===== config.mk =====
export PLATFORM = sky130hd
export DESIGN_NAME = tmd_queue
export DESIGN_NICKNAME = d
export VERILOG_FILES = /design/src/rtl/tmd_pkg.sv /design/src/rtl/tmd_queue.sv
export SDC_FILE = /design/constraint.sdc
export NUM_CORES = 1
export LEC_CHECK = 0
export BUFFER_PORTS_ARGS = -buffer_cell sky130_fd_sc_hd__buf_2
export CAP_MARGIN = 30
export CORE_AREA = 4 4 206 208
export DETAILED_ROUTE_END_ITERATION = 6
export DIE_AREA = 0 0 210 212
export PLACE_DENSITY = 0.74
export RECOVER_POWER = 25
export SLEW_MARGIN = 5
export SYNTH_ARGS = -nofsm -noshare
export SYNTH_HDL_FRONTEND = slang
export SYNTH_SLANG_ARGS = --single-unit

===== constraint.sdc =====
create_clock -name clk -period 4.26 [get_ports clk]
set_input_delay 0.639 -clock clk [delete_from_list [all_inputs] [get_ports clk]]
set_output_delay 0.639 -clock clk [all_outputs]
set_load 0.02 [all_outputs]

===== src/rtl/tmd_pkg.sv =====
package tmd_pkg;

  localparam int MAX_IMAGE_SIDE = 4096;
  localparam int MAX_TILES_SIDE = 256;

  localparam int SIDE_W    = 13;
  localparam int TILE_W    = 9;
  localparam int POS_W     = 12;
  localparam int IDX_W     = 8;
  localparam int PIX_W     = 8;
  localparam int SUM_W     = 32;
  localparam int CNT_W     = 25;
  localparam int MEAN_W    = 16;
  localparam int CFG_IDX_W = 8;
  localparam int CFG_DAT_W = 13;
  localparam int NUM_CH    = 3;
  localparam int FRAC_W    = 8;

  localparam int QUEUE_DEPTH = 4;
  localparam int QPTR_W      = 2;
  localparam int QCNT_W      = 3;

  localparam int DIV_STEPS = MEAN_W;
  localparam int DIV_CNT_W = 4;
  localparam int DVD_W     = SUM_W + FRAC_W + 1;

  localparam int AX_STEPS = POS_W;
  localparam int AX_CNT_W = 4;

  typedef enum logic [1:0] {
    REG_IMAGE_ROWS,
    REG_IMAGE_COLS,
    REG_TILE_ROWS,
    REG_TILE_COLS
  } reg_idx_t;

  typedef logic [NUM_CH-1:0][SUM_W-1:0] sums_t;

  typedef struct packed {
    logic [IDX_W-1:0] tile_row;
    logic [IDX_W-1:0] tile_col;
    sums_t            sums;
    logic [CNT_W-1:0] count;
    logic             last;
  } tile_job_t;

  typedef struct packed {
    logic start;
    logic reinit;
    logic step;
  } ax_ctrl_t;

  typedef struct packed {
    logic             busy;
    logic [POS_W-1:0] lo;
    logic [POS_W-1:0] hi;
  } ax_stat_t;

  typedef enum logic [2:0] {
    F_START,
    F_WAIT,
    F_IDLE,
    F_RMW0,
    F_RMW1
  } front_state_t;

  typedef enum logic [1:0] {
    B_IDLE,
    B_DIV,
    B_DONE
  } back_state_t;

  function automatic logic [SIDE_W-1:0] side_of(input logic [SIDE_W-1:0] v);
    logic [SIDE_W-1:0] res;
    res = v;
    if (v < SIDE_W'(2)) res = SIDE_W'(2);
    if (v > SIDE_W'(MAX_IMAGE_SIDE)) res = SIDE_W'(MAX_IMAGE_SIDE);
    return res;
  endfunction

  function automatic logic [TILE_W-1:0] tiles_of(input logic [TILE_W-1:0] t,
                                                 input logic [SIDE_W-1:0] side);
    logic [SIDE_W-1:0] hi;
    logic [TILE_W-1:0] res;
    hi = side - SIDE_W'(1);
    if (hi > SIDE_W'(MAX_TILES_SIDE)) hi = SIDE_W'(MAX_TILES_SIDE);
    res = t;
    if ({{(SIDE_W-TILE_W){1'b0}}, t} > hi) res = TILE_W'(hi);
    if (t < TILE_W'(1)) res = TILE_W'(1);
    return res;
  endfunction

  // boundary index from quotient and remainder, ties to even
  function automatic logic [POS_W-1:0] bnd(input logic [SIDE_W-1:0] q,
                                           input logic [TILE_W-1:0] r,
                                           input logic [TILE_W-1:0] t);
    logic [TILE_W:0] r2;
    logic            up;
    r2 = {r, 1'b0};
    up = (r2 > {1'b0, t}) || ((r2 == {1'b0, t}) && q[0]);
    return POS_W'(q - SIDE_W'(1) + SIDE_W'(up));
  endfunction

endpackage


===== src/rtl/tmd_queue.sv =====
module tmd_queue import tmd_pkg::*; (
  input  logic      clk,
  input  logic      rst,
  input  logic      push,
  input  tile_job_t job_in,
  input  logic      pop,
  output tile_job_t job_out,
  output logic      full,
  output logic      empty
);

  tile_job_t          entries [QUEUE_DEPTH];
  logic [QPTR_W-1:0]  wp;
  logic [QPTR_W-1:0]  rp;
  logic [QCNT_W-1:0]  count;

  assign full    = count == QCNT_W'(QUEUE_DEPTH);
  assign empty   = count == '0;
  assign job_out = entries[rp];

  always_ff @(posedge clk) begin
    if (push) entries[wp] <= job_in;
  end

  always_ff @(posedge clk) begin
    if (rst) begin
      wp    <= '0;
      rp    <= '0;
      count <= '0;
    end else begin
      if (push) wp <= wp + QPTR_W'(1);
      if (pop)  rp <= rp + QPTR_W'(1);
      count <= count + QCNT_W'(push) - QCNT_W'(pop);
    end
  end

  a_no_overflow: assert property (@(posedge clk) disable iff (rst)
    count <= QCNT_W'(QUEUE_DEPTH)) else $error("tile queue count out of range");

  a_push_room: assert property (@(posedge clk) disable iff (rst)
    push |-> !full || pop) else $error("tile pushed into full queue");

  a_pop_data: assert property (@(posedge clk) disable iff (rst)
    pop |-> !empty) else $error("tile popped from empty queue");

endmodule


Word level (Yosys, flattened, before mapping). Memory sizes are Yosys's and may differ from the RTL's. A register that Yosys moved wholly into a read port is not among the register bits. Index checks and enable logic that the tools add are counted.

Output and inout port bits: 140. Bits in writable memories: 552. Register bits after elaboration: 7. Input port bits: 142. Memories kept: 1. Logic and storage cells: 14.

Add/subtract/negate cells: 4. Multiplexer cells: 4. Reductions and logical operators: 1. Eq/ne operators: 1.

Memories: entries (depth 4, bits a word 138, read ports 1, clocked after memory_dff 1, wr ports 1, RTL line tmd_queue.sv:12) `tile_job_t entries [QUEUE_DEPTH];`.

Operators by type and width (count): adder 2 x 1 -> 2 bit, second input constant (2); two-way mux 2 bit (2); adder 3 x 1 -> 3 bit (1); == test 3 bit, second input constant (1); zero test 3 bit (1); subtractor 3 x 1 -> 3 bit (1); two-way mux 1 bit (2).

Logic depth before layout (Yosys ltp).
Depth in word-level cells: 3. Mapped depth: 7.

Least setup slack after synthesis. Ideal clock, no wire load.

Kind: input port to flip-flop. Start: in push. End: mem entries[0][0] (netlist bit) (enable). Arrival time: 3795 ps. Stages on the path: 1. Slack: -48 ps. Cells stage by stage: and2_1.

Cells in the longest elaborated chain, start to end: 2.

RTL lines: start, declared (RTL line tmd_queue.sv:4) `input logic push,`; two-way mux 1 bit (RTL line tmd_queue.sv:22) `if (push) entries[wp] <= job_in;`; two-way mux 1 bit (implied by the code) (RTL line tmd_queue.sv:22); end, declared (RTL line tmd_queue.sv:12).

No other way between the ends.

==> out/summary.txt <==
Worst min path class: in -> reg
Synth top area cells: edfxtp_1 (81%), mux4_2 (15%), buf_12 (1.1%)
Resized cells post-CTS: 0
PortBufs: 281
Post-Syn Area per Cell: 26.8 sq um
IR drop worst, VDD: 0.388 mV
DR WL met2: 19.1 mm
FF-to-FF End: entries[1][110]$_DFFE_PP_
DR WL met3: 3.64 mm
Die Width: 210 microns
Initial antenna violation count: 10
R2R depth: 3
CTS tree: done
Count leader, synth: edfxtp_1
Core area: 0.0406 sq mm
Share of cells above drive strength 1: 37.9%
Max-Cap Viols: 0
Skew final: 8.45 ps
WHS Path Cells: 1
F_max: 0.309 GHz
FF+latch area: 0.0168 sq mm
Fin crit share: 76.0%
Final antenna-violating net count: 0
Worst-margin pin slew: 837 ps
Placer's final routability congestion estimate: 0.693
Sink Count: 561
RSZ-0062 raised after global routing: false
Yosys warns: 0
Clk pin slew, worst setup/hold paths: 60 ps
Synth async-reset ratio: 0%
Fin nets: 1237
Register area share after synthesis: 81.9%
CTS Hold Bufs: 0
First drt pass iteration count: 5
Crit-path slowest cell: dfxtp_4
Syn Inst Count: 763
Critical path capture point type: primary output
Highest metal used: met5
Crit path kind: reg -> out
Crit path DAT: 2600 ps
Num ports: 282
Critical-path cell list: buf_4, mux4_2, buf_2
Vias in the first global route: 9677
Post-synth net total: 912
Std cell rows: 74
Worst slew margin: 44.2%
Final hold violations: 0
Status: complete, no violations
Post-CTS setup repair buffer count: 0
Largest net degree at the start of global routing: 71
Setup TNS Final: 0 ps
Detailed Place HPWL: 23.6 mm
Crit path time final: 3240 ps
FF-to-FF setup slack: 2160 ps
Drt drc: 0
Die area: 0.0445 sq mm
PD cells: 504 mW/mm^2
Global-route wire length before repair: 58.4 mm
Root buf cell: clkbuf_16
DRT iter0 DRCs: 693
Starting Density: 50.5%
Post-synth top area cell: edfxtp_1
Required @ worst endpoint: 3620 ps
Area growth syn-to-layout: 17.3%
Cell area after synthesis: 0.0205 sq mm
Total CTS buffers: 54
DR vias: 9132
Delay-heaviest family, CP: flip-flops
Fin. max-slew vios: 0
Grt ovf: 0
Endpoints failing setup: 0
Yosys cell types: 22
Post-synth EDFFs: 552
Synthesized flop and latch total: 561
Multi-input logic area: 0.00335 sq mm
R2R Path Start: wp[0]$_SDFFE_PP0P_
WHS Endpoint: entries[3][16]$_DFFE_PP_
Drt total wl: 38.3 mm
CTS H-tree depth: 2
Largest fanout on the critical path: 38
Fillers: 2868
Pleak: 7.83 nW
Max clock buf depth: 3
Hold wc startpoint: job_in[16]
Top_reg_cell synth: edfxtp_1
Clk_lat worst skew: 580 ps
Met1 WL: 14.6 mm
Die H: 212 microns
Startpoint Class: register
Tot GR Track Use: 17.3%
Per-cell routed wire length: 23.0 microns
Share of the synthesized area in the top cell type: 81.0%
Critical path buffers and inverters: 2
PnR Total Power: 0.0121 W
Vias/cell: 5.48
Top post-synthesis cells by count: edfxtp_1 (552), mux4_2 (138), buf_2 (13), buf_12 (11), dfxtp_1 (9)
Crit-path max cell delay: 900 ps
[worst reg2reg max path, stage by stage, from the launching register on]
cell	delay [ps]
dfxtp_1	400
ha_1	180
and2_4	610
buf_4	540
[layer usage]
layer  up-vias  global-route usage (%)
met2       333                    27.6
li1       3962                       -
met5         -                       0
met4        12                    5.38
met3        78                    6.18
met1      4747                    22.8
[area by class of cell]
class / instances / share of cell area, %
sequential: 561 / 69.8
multi-input combinational: 165 / 14.0
timing repair buffer: 300 / 6.47
clock buffer: 71 / 5.98
tap: 532 / 2.77
clock inverter: 25 / 0.828
inverter: 6 / 0.0938
antenna: 7 / 0.0729
[stage by stage]
step	setup WS (ps)	hold WS (ps)	instances	util [%]	area, sq um
finish	1020	278	1667	59.2	24000
global route	792	264	1662	59.2	24000
CTS	895	224	1660	59.4	24100
detailed placement	1550	522	1564	55.4	22500
global placement	1550	505	1564	55.4	22500
floorplan	1480	492	763	-	20500
[sequential cells by signal, summed over array words and instances, names as in the netlist, named ones only]
register and cells:
count 3, rp 2, wp 2, entries 552
[worst max path at each step]
stage / from / to / slack [ps] / cells past startpoint
after floorplan: push / entries[1][0]$_DFFE_PP_ / 1480 / 1
after global placement: register / job_out[95] / 1550 / 3
after detailed placement: register / job_out[40] / 1550 / 3
after CTS: register / job_out[40] / 900 / 3
after global routing: register / job_out[81] / 790 / 3
final: register / job_out[40] / 1020 / 3
[cell families after synthesis]
group           share of synthesized area [%]
fa+ha+maj                               0.465
compound gates                         0.0733
simple gates                            0.367
mux                                      15.2
xor+xnor                                0.202
buf+inv                                  1.80
flops                                    81.9
[power breakdown]
part / switching, W / internal [W] / total [W]
clock network: 0.00187 / 0.00254 / 0.00441
logic: 0.000740 / 0.000519 / 0.00126
registers: 0.0000943 / 0.00635 / 0.00644
total: 0.00270 / 0.00941 / 0.0121
[cells in the final DEF, fill, tap and decap left out]
cell type / count
nor2b_1: 2
xor3_1: 1
inv_1: 6
inv_6: 1
ha_1: 6
dfxtp_1: 7
nor2_1: 5
clkbuf_16: 55
bufinv_16: 3
a21bo_2: 1
xnor2_1: 2
buf_2: 195
and2_4: 4
clkbuf_1: 102
clkinv_4: 1
nand3b_1: 1
dfxtp_4: 2
a21oi_1: 1
and3_1: 1
fa_1: 1
clkinv_2: 7
clkinv_1: 11
edfxtp_1: 552
clkinvlp_4: 2
diode_2: 7
mux2i_1: 1
mux4_2: 138
buf_4: 10
nor3_1: 1
buf_12: 9
Note: power is estimated with default switching activity, not from simulation.
