==> config.mk <==
export PLATFORM = sky130hd
export DESIGN_NAME = tmd_back
export DESIGN_NICKNAME = d
export VERILOG_FILES = /design/src/rtl/tmd_pkg.sv /design/src/rtl/tmd_back.sv
export SDC_FILE = /design/constraint.sdc
export NUM_CORES = 1
export LEC_CHECK = 0
export ABC_CLOCK_PERIOD_IN_PS = 8200
export BUFFER_PORTS_ARGS = -buffer_cell sky130_fd_sc_hd__buf_2
export CAP_MARGIN = 40
export CORE_ASPECT_RATIO = 1.25
export CORE_MARGIN = 2
export CORE_UTILIZATION = 35
export DETAILED_ROUTE_END_ITERATION = 8
export PLACE_DENSITY = 0.56
export SKIP_LAST_GASP = 1
export SLEW_MARGIN = 20
export SYNTH_ARGS = -nofsm -noshare
export SYNTH_HDL_FRONTEND = slang
export SYNTH_SLANG_ARGS = --single-unit
==> constraint.sdc <==
create_clock -name clk -period 8.2 [get_ports clk]
set_clock_uncertainty 0.1 [all_clocks]
set_input_delay 1.64 -clock clk [delete_from_list [all_inputs] [get_ports clk]]
set_output_delay 1.64 -clock clk [all_outputs]
set_load 0.03 [all_outputs]
==> src/rtl/tmd_pkg.sv <==
package tmd_pkg;

  localparam int MAX_IMAGE_SIDE = 4096;
  localparam int MAX_TILES_SIDE = 256;

  localparam int SIDE_W    = 13;
  localparam int TILE_W    = 9;
  localparam int POS_W     = 12;
  localparam int IDX_W     = 8;
  localparam int PIX_W     = 8;
  localparam int SUM_W     = 32;
  localparam int CNT_W     = 25;
  localparam int MEAN_W    = 16;
  localparam int CFG_IDX_W = 8;
  localparam int CFG_DAT_W = 13;
  localparam int NUM_CH    = 3;
  localparam int FRAC_W    = 8;

  localparam int QUEUE_DEPTH = 4;
  localparam int QPTR_W      = 2;
  localparam int QCNT_W      = 3;

  localparam int DIV_STEPS = MEAN_W;
  localparam int DIV_CNT_W = 4;
  localparam int DVD_W     = SUM_W + FRAC_W + 1;

  localparam int AX_STEPS = POS_W;
  localparam int AX_CNT_W = 4;

  typedef enum logic [1:0] {
    REG_IMAGE_ROWS,
    REG_IMAGE_COLS,
    REG_TILE_ROWS,
    REG_TILE_COLS
  } reg_idx_t;

  typedef logic [NUM_CH-1:0][SUM_W-1:0] sums_t;

  typedef struct packed {
    logic [IDX_W-1:0] tile_row;
    logic [IDX_W-1:0] tile_col;
    sums_t            sums;
    logic [CNT_W-1:0] count;
    logic             last;
  } tile_job_t;

  typedef struct packed {
    logic start;
    logic reinit;
    logic step;
  } ax_ctrl_t;

  typedef struct packed {
    logic             busy;
    logic [POS_W-1:0] lo;
    logic [POS_W-1:0] hi;
  } ax_stat_t;

  typedef enum logic [2:0] {
    F_START,
    F_WAIT,
    F_IDLE,
    F_RMW0,
    F_RMW1
  } front_state_t;

  typedef enum logic [1:0] {
    B_IDLE,
    B_DIV,
    B_DONE
  } back_state_t;

  function automatic logic [SIDE_W-1:0] side_of(input logic [SIDE_W-1:0] v);
    logic [SIDE_W-1:0] res;
    res = v;
    if (v < SIDE_W'(2)) res = SIDE_W'(2);
    if (v > SIDE_W'(MAX_IMAGE_SIDE)) res = SIDE_W'(MAX_IMAGE_SIDE);
    return res;
  endfunction

  function automatic logic [TILE_W-1:0] tiles_of(input logic [TILE_W-1:0] t,
                                                 input logic [SIDE_W-1:0] side);
    logic [SIDE_W-1:0] hi;
    logic [TILE_W-1:0] res;
    hi = side - SIDE_W'(1);
    if (hi > SIDE_W'(MAX_TILES_SIDE)) hi = SIDE_W'(MAX_TILES_SIDE);
    res = t;
    if ({{(SIDE_W-TILE_W){1'b0}}, t} > hi) res = TILE_W'(hi);
    if (t < TILE_W'(1)) res = TILE_W'(1);
    return res;
  endfunction

  // boundary index from quotient and remainder, ties to even
  function automatic logic [POS_W-1:0] bnd(input logic [SIDE_W-1:0] q,
                                           input logic [TILE_W-1:0] r,
                                           input logic [TILE_W-1:0] t);
    logic [TILE_W:0] r2;
    logic            up;
    r2 = {r, 1'b0};
    up = (r2 > {1'b0, t}) || ((r2 == {1'b0, t}) && q[0]);
    return POS_W'(q - SIDE_W'(1) + SIDE_W'(up));
  endfunction

endpackage

==> src/rtl/tmd_back.sv <==
module tmd_back import tmd_pkg::*; (
  input  logic              clk,
  input  logic              rst,
  input  logic              empty,
  input  tile_job_t         job,
  output logic              pop,
  output logic              tile_valid,
  input  logic              tile_stall,
  output logic [IDX_W-1:0]  tile_row,
  output logic [IDX_W-1:0]  tile_col,
  output logic [MEAN_W-1:0] mean_red,
  output logic [MEAN_W-1:0] mean_green,
  output logic [MEAN_W-1:0] mean_blue,
  output logic              last_tile
);

  back_state_t state, state_next;

  logic [DIV_CNT_W-1:0]           iter;
  logic [NUM_CH-1:0][CNT_W-1:0]   rem;
  logic [NUM_CH-1:0][MEAN_W-1:0]  quo;
  logic [NUM_CH-1:0][DVD_W-1:0]   dvd;
  logic [NUM_CH-1:0][CNT_W:0]     trial;
  logic [NUM_CH-1:0]              fits;
  logic [CNT_W-1:0]               count;
  logic [IDX_W-1:0]               row_q;
  logic [IDX_W-1:0]               col_q;
  logic                           last_q;
  logic                           load_out;

  // sum*256 + count/2; the quotient fits 16 bits, so the top part starts as remainder
  always_comb begin
    for (int c = 0; c < NUM_CH; c++) begin
      dvd[c]   = {1'b0, job.sums[c], {FRAC_W{1'b0}}} + DVD_W'(job.count >> 1);
      trial[c] = {rem[c], quo[c][MEAN_W-1]};
      fits[c]  = trial[c] >= {1'b0, count};
    end
  end

  always_comb begin
    state_next = state;
    case (state)
      B_IDLE: if (!empty) state_next = B_DIV;
      B_DIV:  if (iter == DIV_CNT_W'(DIV_STEPS - 1)) state_next = B_DONE;
      B_DONE: if (!tile_valid || !tile_stall) state_next = B_IDLE;
      default: state_next = B_IDLE;
    endcase
  end

  always_comb begin
    pop      = (state == B_IDLE) && !empty;
    load_out = (state == B_DONE) && (!tile_valid || !tile_stall);
  end

  always_ff @(posedge clk) begin
    if (pop) begin
      count  <= job.count;
      row_q  <= job.tile_row;
      col_q  <= job.tile_col;
      last_q <= job.last;
      for (int c = 0; c < NUM_CH; c++) begin
        rem[c] <= dvd[c][DVD_W-1:MEAN_W];
        quo[c] <= dvd[c][MEAN_W-1:0];
      end
    end else if (state == B_DIV) begin
      for (int c = 0; c < NUM_CH; c++) begin
        rem[c] <= fits[c] ? CNT_W'(trial[c] - {1'b0, count}) : CNT_W'(trial[c]);
        quo[c] <= {quo[c][MEAN_W-2:0], fits[c]};
      end
    end
    if (load_out) begin
      tile_row   <= row_q;
      tile_col   <= col_q;
      mean_red   <= quo[0];
      mean_green <= quo[1];
      mean_blue  <= quo[2];
      last_tile  <= last_q;
    end
  end

  always_ff @(posedge clk) begin
    if (rst) begin
      state      <= B_IDLE;
      iter       <= '0;
      tile_valid <= 1'b0;
    end else begin
      state <= state_next;
      if (state == B_DIV) iter <= iter + DIV_CNT_W'(1);
      else                iter <= '0;
      if (load_out)         tile_valid <= 1'b1;
      else if (!tile_stall) tile_valid <= 1'b0;
    end
  end

  a_out_from_div: assert property (@(posedge clk) disable iff (rst)
    $rose(tile_valid) |-> $past(state) == B_DONE)
    else $error("result shown without finished division");

endmodule

# Word-level counts from Yosys, hierarchy flattened
# Cells that the tools add are included.
[classes] n_reduce_logical=10 n_addsub=7 n_bitwise=1 order_cmp=3 muxes=13 eq_ne=7
[op_table] cell="$mux 75" count=2
[op_table] cell="$add 40x24->41" count=3
[op_table] cell="$mux 48" count=2
[op_table] cell="$ge 26x25->1" count=3
[op_table] cell="$mux 25" count=3
[op_table] cell="$sub 25x25->25" count=3
[op_table] cell="$mux 2" count=3
[op_table] cell="$ne 2x2->1 const B" count=3
[op_table] cell="$pmux 2 s3" count=1
[op_table] cell="$add 4x1->4 const B" count=1
[op_table] cell="$eq 4x4->1 const B" count=1
[op_table] cell="$logic_not 1->1" count=3
[op_table] cell="$reduce_and 3->1" count=1
[op_table] cell="$eq 2x1->1 const B" count=1
[op_table] cell="$eq 2x2->1 const B" count=1
[op_table] cell="$logic_and 1x1->1" count=2
[op_table] cell="$logic_not 2->1" count=1
[op_table] cell="$mux 1" count=2
[op_table] cell="$ne 2x1->1 const B" count=1
[op_table] cell="$reduce_bool 2->1" count=1
[op_table] cell="$reduce_or 2->1" count=1
[op_table] cell="$logic_or 1x1->1" count=1
[op_table] cell="$not 1->1" count=1
[totals] elab_cells=60 reg_bits=237 output_inout_bits=67

# Logic depth before layout (Yosys ltp)
[logic_depth] ltp_word=4 depth_mapped=14 ltp_nobuf=12

# Least setup slack after synthesis
# Ideal clock, no wire load.
[synth_timing] path_type="input-to-reg" startpoint="input port empty" endpoint="register quo[0] in the netlist's numbering, enable pin" arrival_time_ns=7.584 path_buffers=0 required_ns=7.453 stages=1 path_slack_ns=-0.131 cell_sequence="a21oi_1"
[synth_via] elab_chain_cells=3
[synth_lines] item="from (decl)" line="tmd_back.sv:4" text="input logic empty,"
[synth_lines] item="$logic_not 1->1" line="tmd_back.sv:51" text="pop = (state == B_IDLE) && !empty;"
[synth_lines] item="$logic_and 1x1->1" line="tmd_back.sv:51"
[synth_lines] item="$reduce_bool 2->1 (no source line)"
[synth_lines] item="to (signal, indexed assignment)" line="tmd_back.sv:63" text="quo[c] <= dvd[c][MEAN_W-1:0];"
[synth_lines] item="to (signal, indexed assignment)" line="tmd_back.sv:68" text="quo[c] <= {quo[c][MEAN_W-2:0], fits[c]};"
[synth_lines] item="to (decl)" line="tmd_back.sv:21" text="logic [NUM_CH-1:0][MEAN_W-1:0] quo;"
# No other way between the ends.
# A chain may end at the register's enable or synchronous reset.

# Worst setup path after layout
[layout_timing] startpoint="input port empty" endpoint="output port pop"
[layout_via] elab_chain_cells=2
[layout_lines] item="$logic_not 1->1" line="tmd_back.sv:51"
[layout_lines] item="$logic_and 1x1->1" line="tmd_back.sv:51"
[layout_lines] item="to (decl)" line="tmd_back.sv:6" text="output logic pop,"
# No other way between the ends.

==> results <==
- Post-CTS timing repair inserted 0 buffers for setup.
- The cell with the largest stage delay on the worst path is or3_4.
- Of the post-synthesis cell area, the dominant cell type holds 0.430.
- CTS saw ~240 sinks.
- The average instance in the mapped netlist occupies roughly 9.9 um^2.
- At the end of routability-driven placement, the weighted congestion stood at between 0.8 and 0.9.
- Yosys printed 0 warnings.
- Wire segments on met3 add up to roughly 2100 um in the final route.
- The peak clock frequency supported by timing is around 210 MHz.
- The pin count of the biggest net entering global routing is between 60 and 70.
- The completed layout was analyzed and its total power is about 6.0 mW.
- The region available for standard cell placement spans between 0.04 and 0.05 mm^2.
- The run finished with clean final reports.
- The number of gates resized after CTS is 0.
- The row count is 87.
- In this run the tool buffered the top-level ports with ~210 buffer cells.
- The via count is about 13000.
- The overall die width is about 200 um.
- The post-synth net total is about 1900.
- The maximum VDD drop is between 100 and 150 uV.
- In this run, synthesis inferred 230 flip-flops with an integrated enable.
- The critical path is of the primary input to output pin type.
- Synthesis produced a netlist whose cell count is between 1500 and 2000.
- The overall routing resource usage is 0.198.
- In this run the power density over the cells is about 320 mW/mm^2.
- The first-pass detailed-route iteration total is 5.
- The type of destination of the critical path is an output pin.
- The clock edge transition at the registers on the reported setup and hold paths is 0.06 ns.
- Of the total power, registers draw 0.316.
- The post-synthesis instance area is between 0.015 and 0.02 mm^2.
- The net count of the finished layout is 2093.
- The sum of net half-perimeters after detailed placement is ~36000 um.
- For this block, the initial DRC count from the detailed router was roughly 900.
- No sink is reached through more buffers than the 3 on the longest clock path.
- The part of the cycle the worst path needs is 0.580.
- The time the final worst path needs with I/O delays and setup is 4.76 ns.
- The total internal power is roughly 3.6 mW.
- The async set-or-reset flop fraction in the synthesized netlist is 0.
- The initial antenna violation count is 6.
- The combinational fraction of design power is 0.472.
- Yosys attributes the largest share of cell area to edfxtp_1 (43%), ha_1 (9.7%), nand2_1 (5.0%), xnor2_1 (4.4%), a21oi_1 (3.7%).
- The share of the core filled with cells is 0.415.
- The total global routing overflow is 0.
- The routed design uses ~24000 um of met2 wire.
- The overall die height is 243 um.
- The longest individual stage delay on the worst path is between 0.5 and 0.6 ns.
- Once layout is done, the placed cells without fillers occupy about 0.019 mm^2.
- For this block, the routed nets add up to 48100 um of wire.
- The analysis attributes to net switching a power of around 2.3 mW.
- The area enclosed by the die boundary is approximately 0.048 mm^2.
- The headroom to the max-slew limit is 0.377.
- The portion of the post-synthesis area used by sequential elements is 0.439.
- Summed over all cells, the static leakage comes to approximately 7.7 nW.
- The critical path goes through buf_2 > or3_4 > inv_4 > buf_2.
- CTS built an H-tree with a depth of 1.
- The startpoint class of the critical path is a primary input.
- At the pin with the least slew margin, the transition time is slightly above 0.9 ns.
- The highest metal layer carrying signal wires in the routed design is met5.
- Of the total power, the share spent switching nets is 0.390.
- The share of total power dissipated in the clock network is 0.212.
- In this run, distinct cell masters in the synthesized netlist total between 70 and 80.
- The wire length per cell is roughly 20 um.
- STA puts the critical path data arrival time at 3.02 ns.
- In the final timing run, aggregate negative setup slack is 0 ns.
- The first global-routing pass estimated around 74000 um of wire.
- Among all flip-flop cells after synthesis, the most frequent one is edfxtp_1.
- After detailed routing, the number of remaining DRC violations is 0.
- For the worst setup path, the data required time is 6.46 ns.
- The path category of the worst min-delay check is register to register.
- The total routed wire length on the met1 layer is slightly above 20000 um.
- The starting utilization of the core area is 0.356.
- The clock insertion delay at the later pin of the skew report is roughly 0.55 ns.
- The hold violation total from the final report is 0.
- By instance count, the cell type seen most on the critical path is buf_2.
- The final max-slew violation count came to 0.
- The cell sitting at the root of the clock tree is a clkbuf_16.
- The layout overhead on the synthesized area is 16.6%.
- Setup repair after global routing left no endpoint under its margin.
- The worst-path maximum fanout is 38.
- The count of nets left with antenna violations once routing finished came out at 0.
- Across the run, the number of max-cap violations was 0.
- The share of final-layout standard cells stronger than drive strength 1 is 0.160.
- In the routed layout, each cell is associated on average with a via count of between 5 and 6.
- The standard cell area after detailed placement is 0.0178 mm^2.
- The largest area contributor in the synthesized netlist is edfxtp_1.
- After clock tree synthesis, the flow added hold-fix buffers numbering 0.
- The TritonCTS clock tree is yes.
- The top-level I/O count is 209.
- In this run, CTS created clock tree buffers numbering 26.
- Setup violations remaining at the end of the flow were counted as 0.
- The via count of the first global-routing pass is 13100.
- The post-synthesis register bit count is around 240.
metal layers:
layer  track usage  vias to the layer above
li1              -                     6471
met1         0.248                     6316
met2         0.344                      306
met3        0.0281                       79
met4        0.0784                        6
met5             0                        -
placed cells by master, fill, tap and decap left out, types with 14 or more instances in the layout:
cell / synthesis / routed
o21bai_1: 19 / 19
and3_1: 19 / 19
o21ai_0: 90 / 90
xor2_1: 55 / 55
a31oi_1: 27 / 27
nand3_1: 56 / 56
buf_2: 10 / 208
nand2_1: 212 / 212
o211ai_1: 21 / 21
a21o_1: 50 / 50
o21a_1: 25 / 25
nand4_1: 15 / 15
nor3_1: 28 / 28
nor2_1: 105 / 105
clkbuf_16: 0 / 26
mux2i_1: 22 / 22
ha_1: 124 / 124
a211oi_1: 23 / 23
a21oi_1: 119 / 117
inv_1: 62 / 61
nor2b_1: 14 / 14
edfxtp_1: 230 / 230
xnor2_1: 80 / 80
logic make-up after synthesis:
kind of cell    share of synthesized area
simple gates                        0.149
compound gates                      0.193
flops                               0.439
xor+xnor                           0.0736
fa+ha+maj                           0.104
buf+inv                            0.0272
mux                                0.0137
cells in the mapped netlist, drive strengths merged (6+ instances only):
| master | instances |
|---|---|
| xor2 | 55 |
| edfxtp | 230 |
| fa | 6 |
| nor2 | 105 |
| or3 | 10 |
| and3 | 19 |
| a211oi | 24 |
| clkbuf | 30 |
| a21boi | 12 |
| nor4 | 12 |
| a21oi | 120 |
| nor2b | 14 |
| xnor2 | 80 |
| nor3b | 6 |
| nand3 | 56 |
| o21a | 25 |
| o21ai | 90 |
| nor3 | 28 |
| o31ai | 10 |
| nand4 | 15 |
| o31a | 7 |
| and4 | 8 |
| nand2b | 10 |
| ha | 124 |
| buf | 16 |
| inv | 62 |
| a21o | 50 |
| nand2 | 212 |
| o211ai | 22 |
| o21bai | 19 |
| and2 | 8 |
| a2111oi | 8 |
| mux2i | 22 |
| a31oi | 28 |
| dfxtp | 7 |
sequential cells by signal, indices dropped and copies added (netlist names):
signal,cells
mean_blue,16
last_q,1
state,2
quo,48
mean_green,16
count,25
col_q,8
mean_red,16
tile_col,8
tile_row,8
rem,75
tile_valid,1
last_tile,1
iter,4
row_q,8
stage by stage:
step,hold slack [ns],cells,setup WS [ns]
2_1_floorplan,0.300,1616,2.30
3_3_place_gp,0.300,2367,3.22
3_5_place_dp,0.305,2370,3.20
4_1_cts,0.316,2417,3.40
5_1_grt,0.329,2421,3.36
6_report,0.318,2422,3.44
critical path: cells and delay by family:
kind                   cells  cell delay (ns)
buffers and inverters      3             0.81
and+or+nand+nor            1             0.55
final cells by class:
type	instances	area [um^2]
fillers	4384	26400
well taps	578	723
flip-flops and latches	237	7050
diodes	4	10.0
multi-input cells	1271	8600
inverters	62	235
clock buffers	26	651
clock inverters	21	258
repair buffers	223	1200
power by group through the flow:
| stage | clock network (mW) | registers, mW | logic [mW] |
|---|---|---|---|
| finish | 1.26 | 1.88 | 2.81 |
| global route | 1.33 | 1.91 | 3.15 |
| CTS | 1.29 | 1.88 | 2.79 |
| detailed placement | 0 | 1.90 | 2.77 |
| global placement | 0 | 1.91 | 2.74 |
| floorplan | 0 | 1.84 | 2.19 |
path summary, 6_finish.rpt:
check                 from         to  slack, ns  depth (start not counted)
setup / recovery     empty        pop       3.44                          4
hold / removal      last_q  last_tile       0.32                          0
setup reg to reg  count[0]    rem[29]       4.16                         12
hold reg to reg     last_q  last_tile       0.32                          0
(Power assumes the default switching activity.)
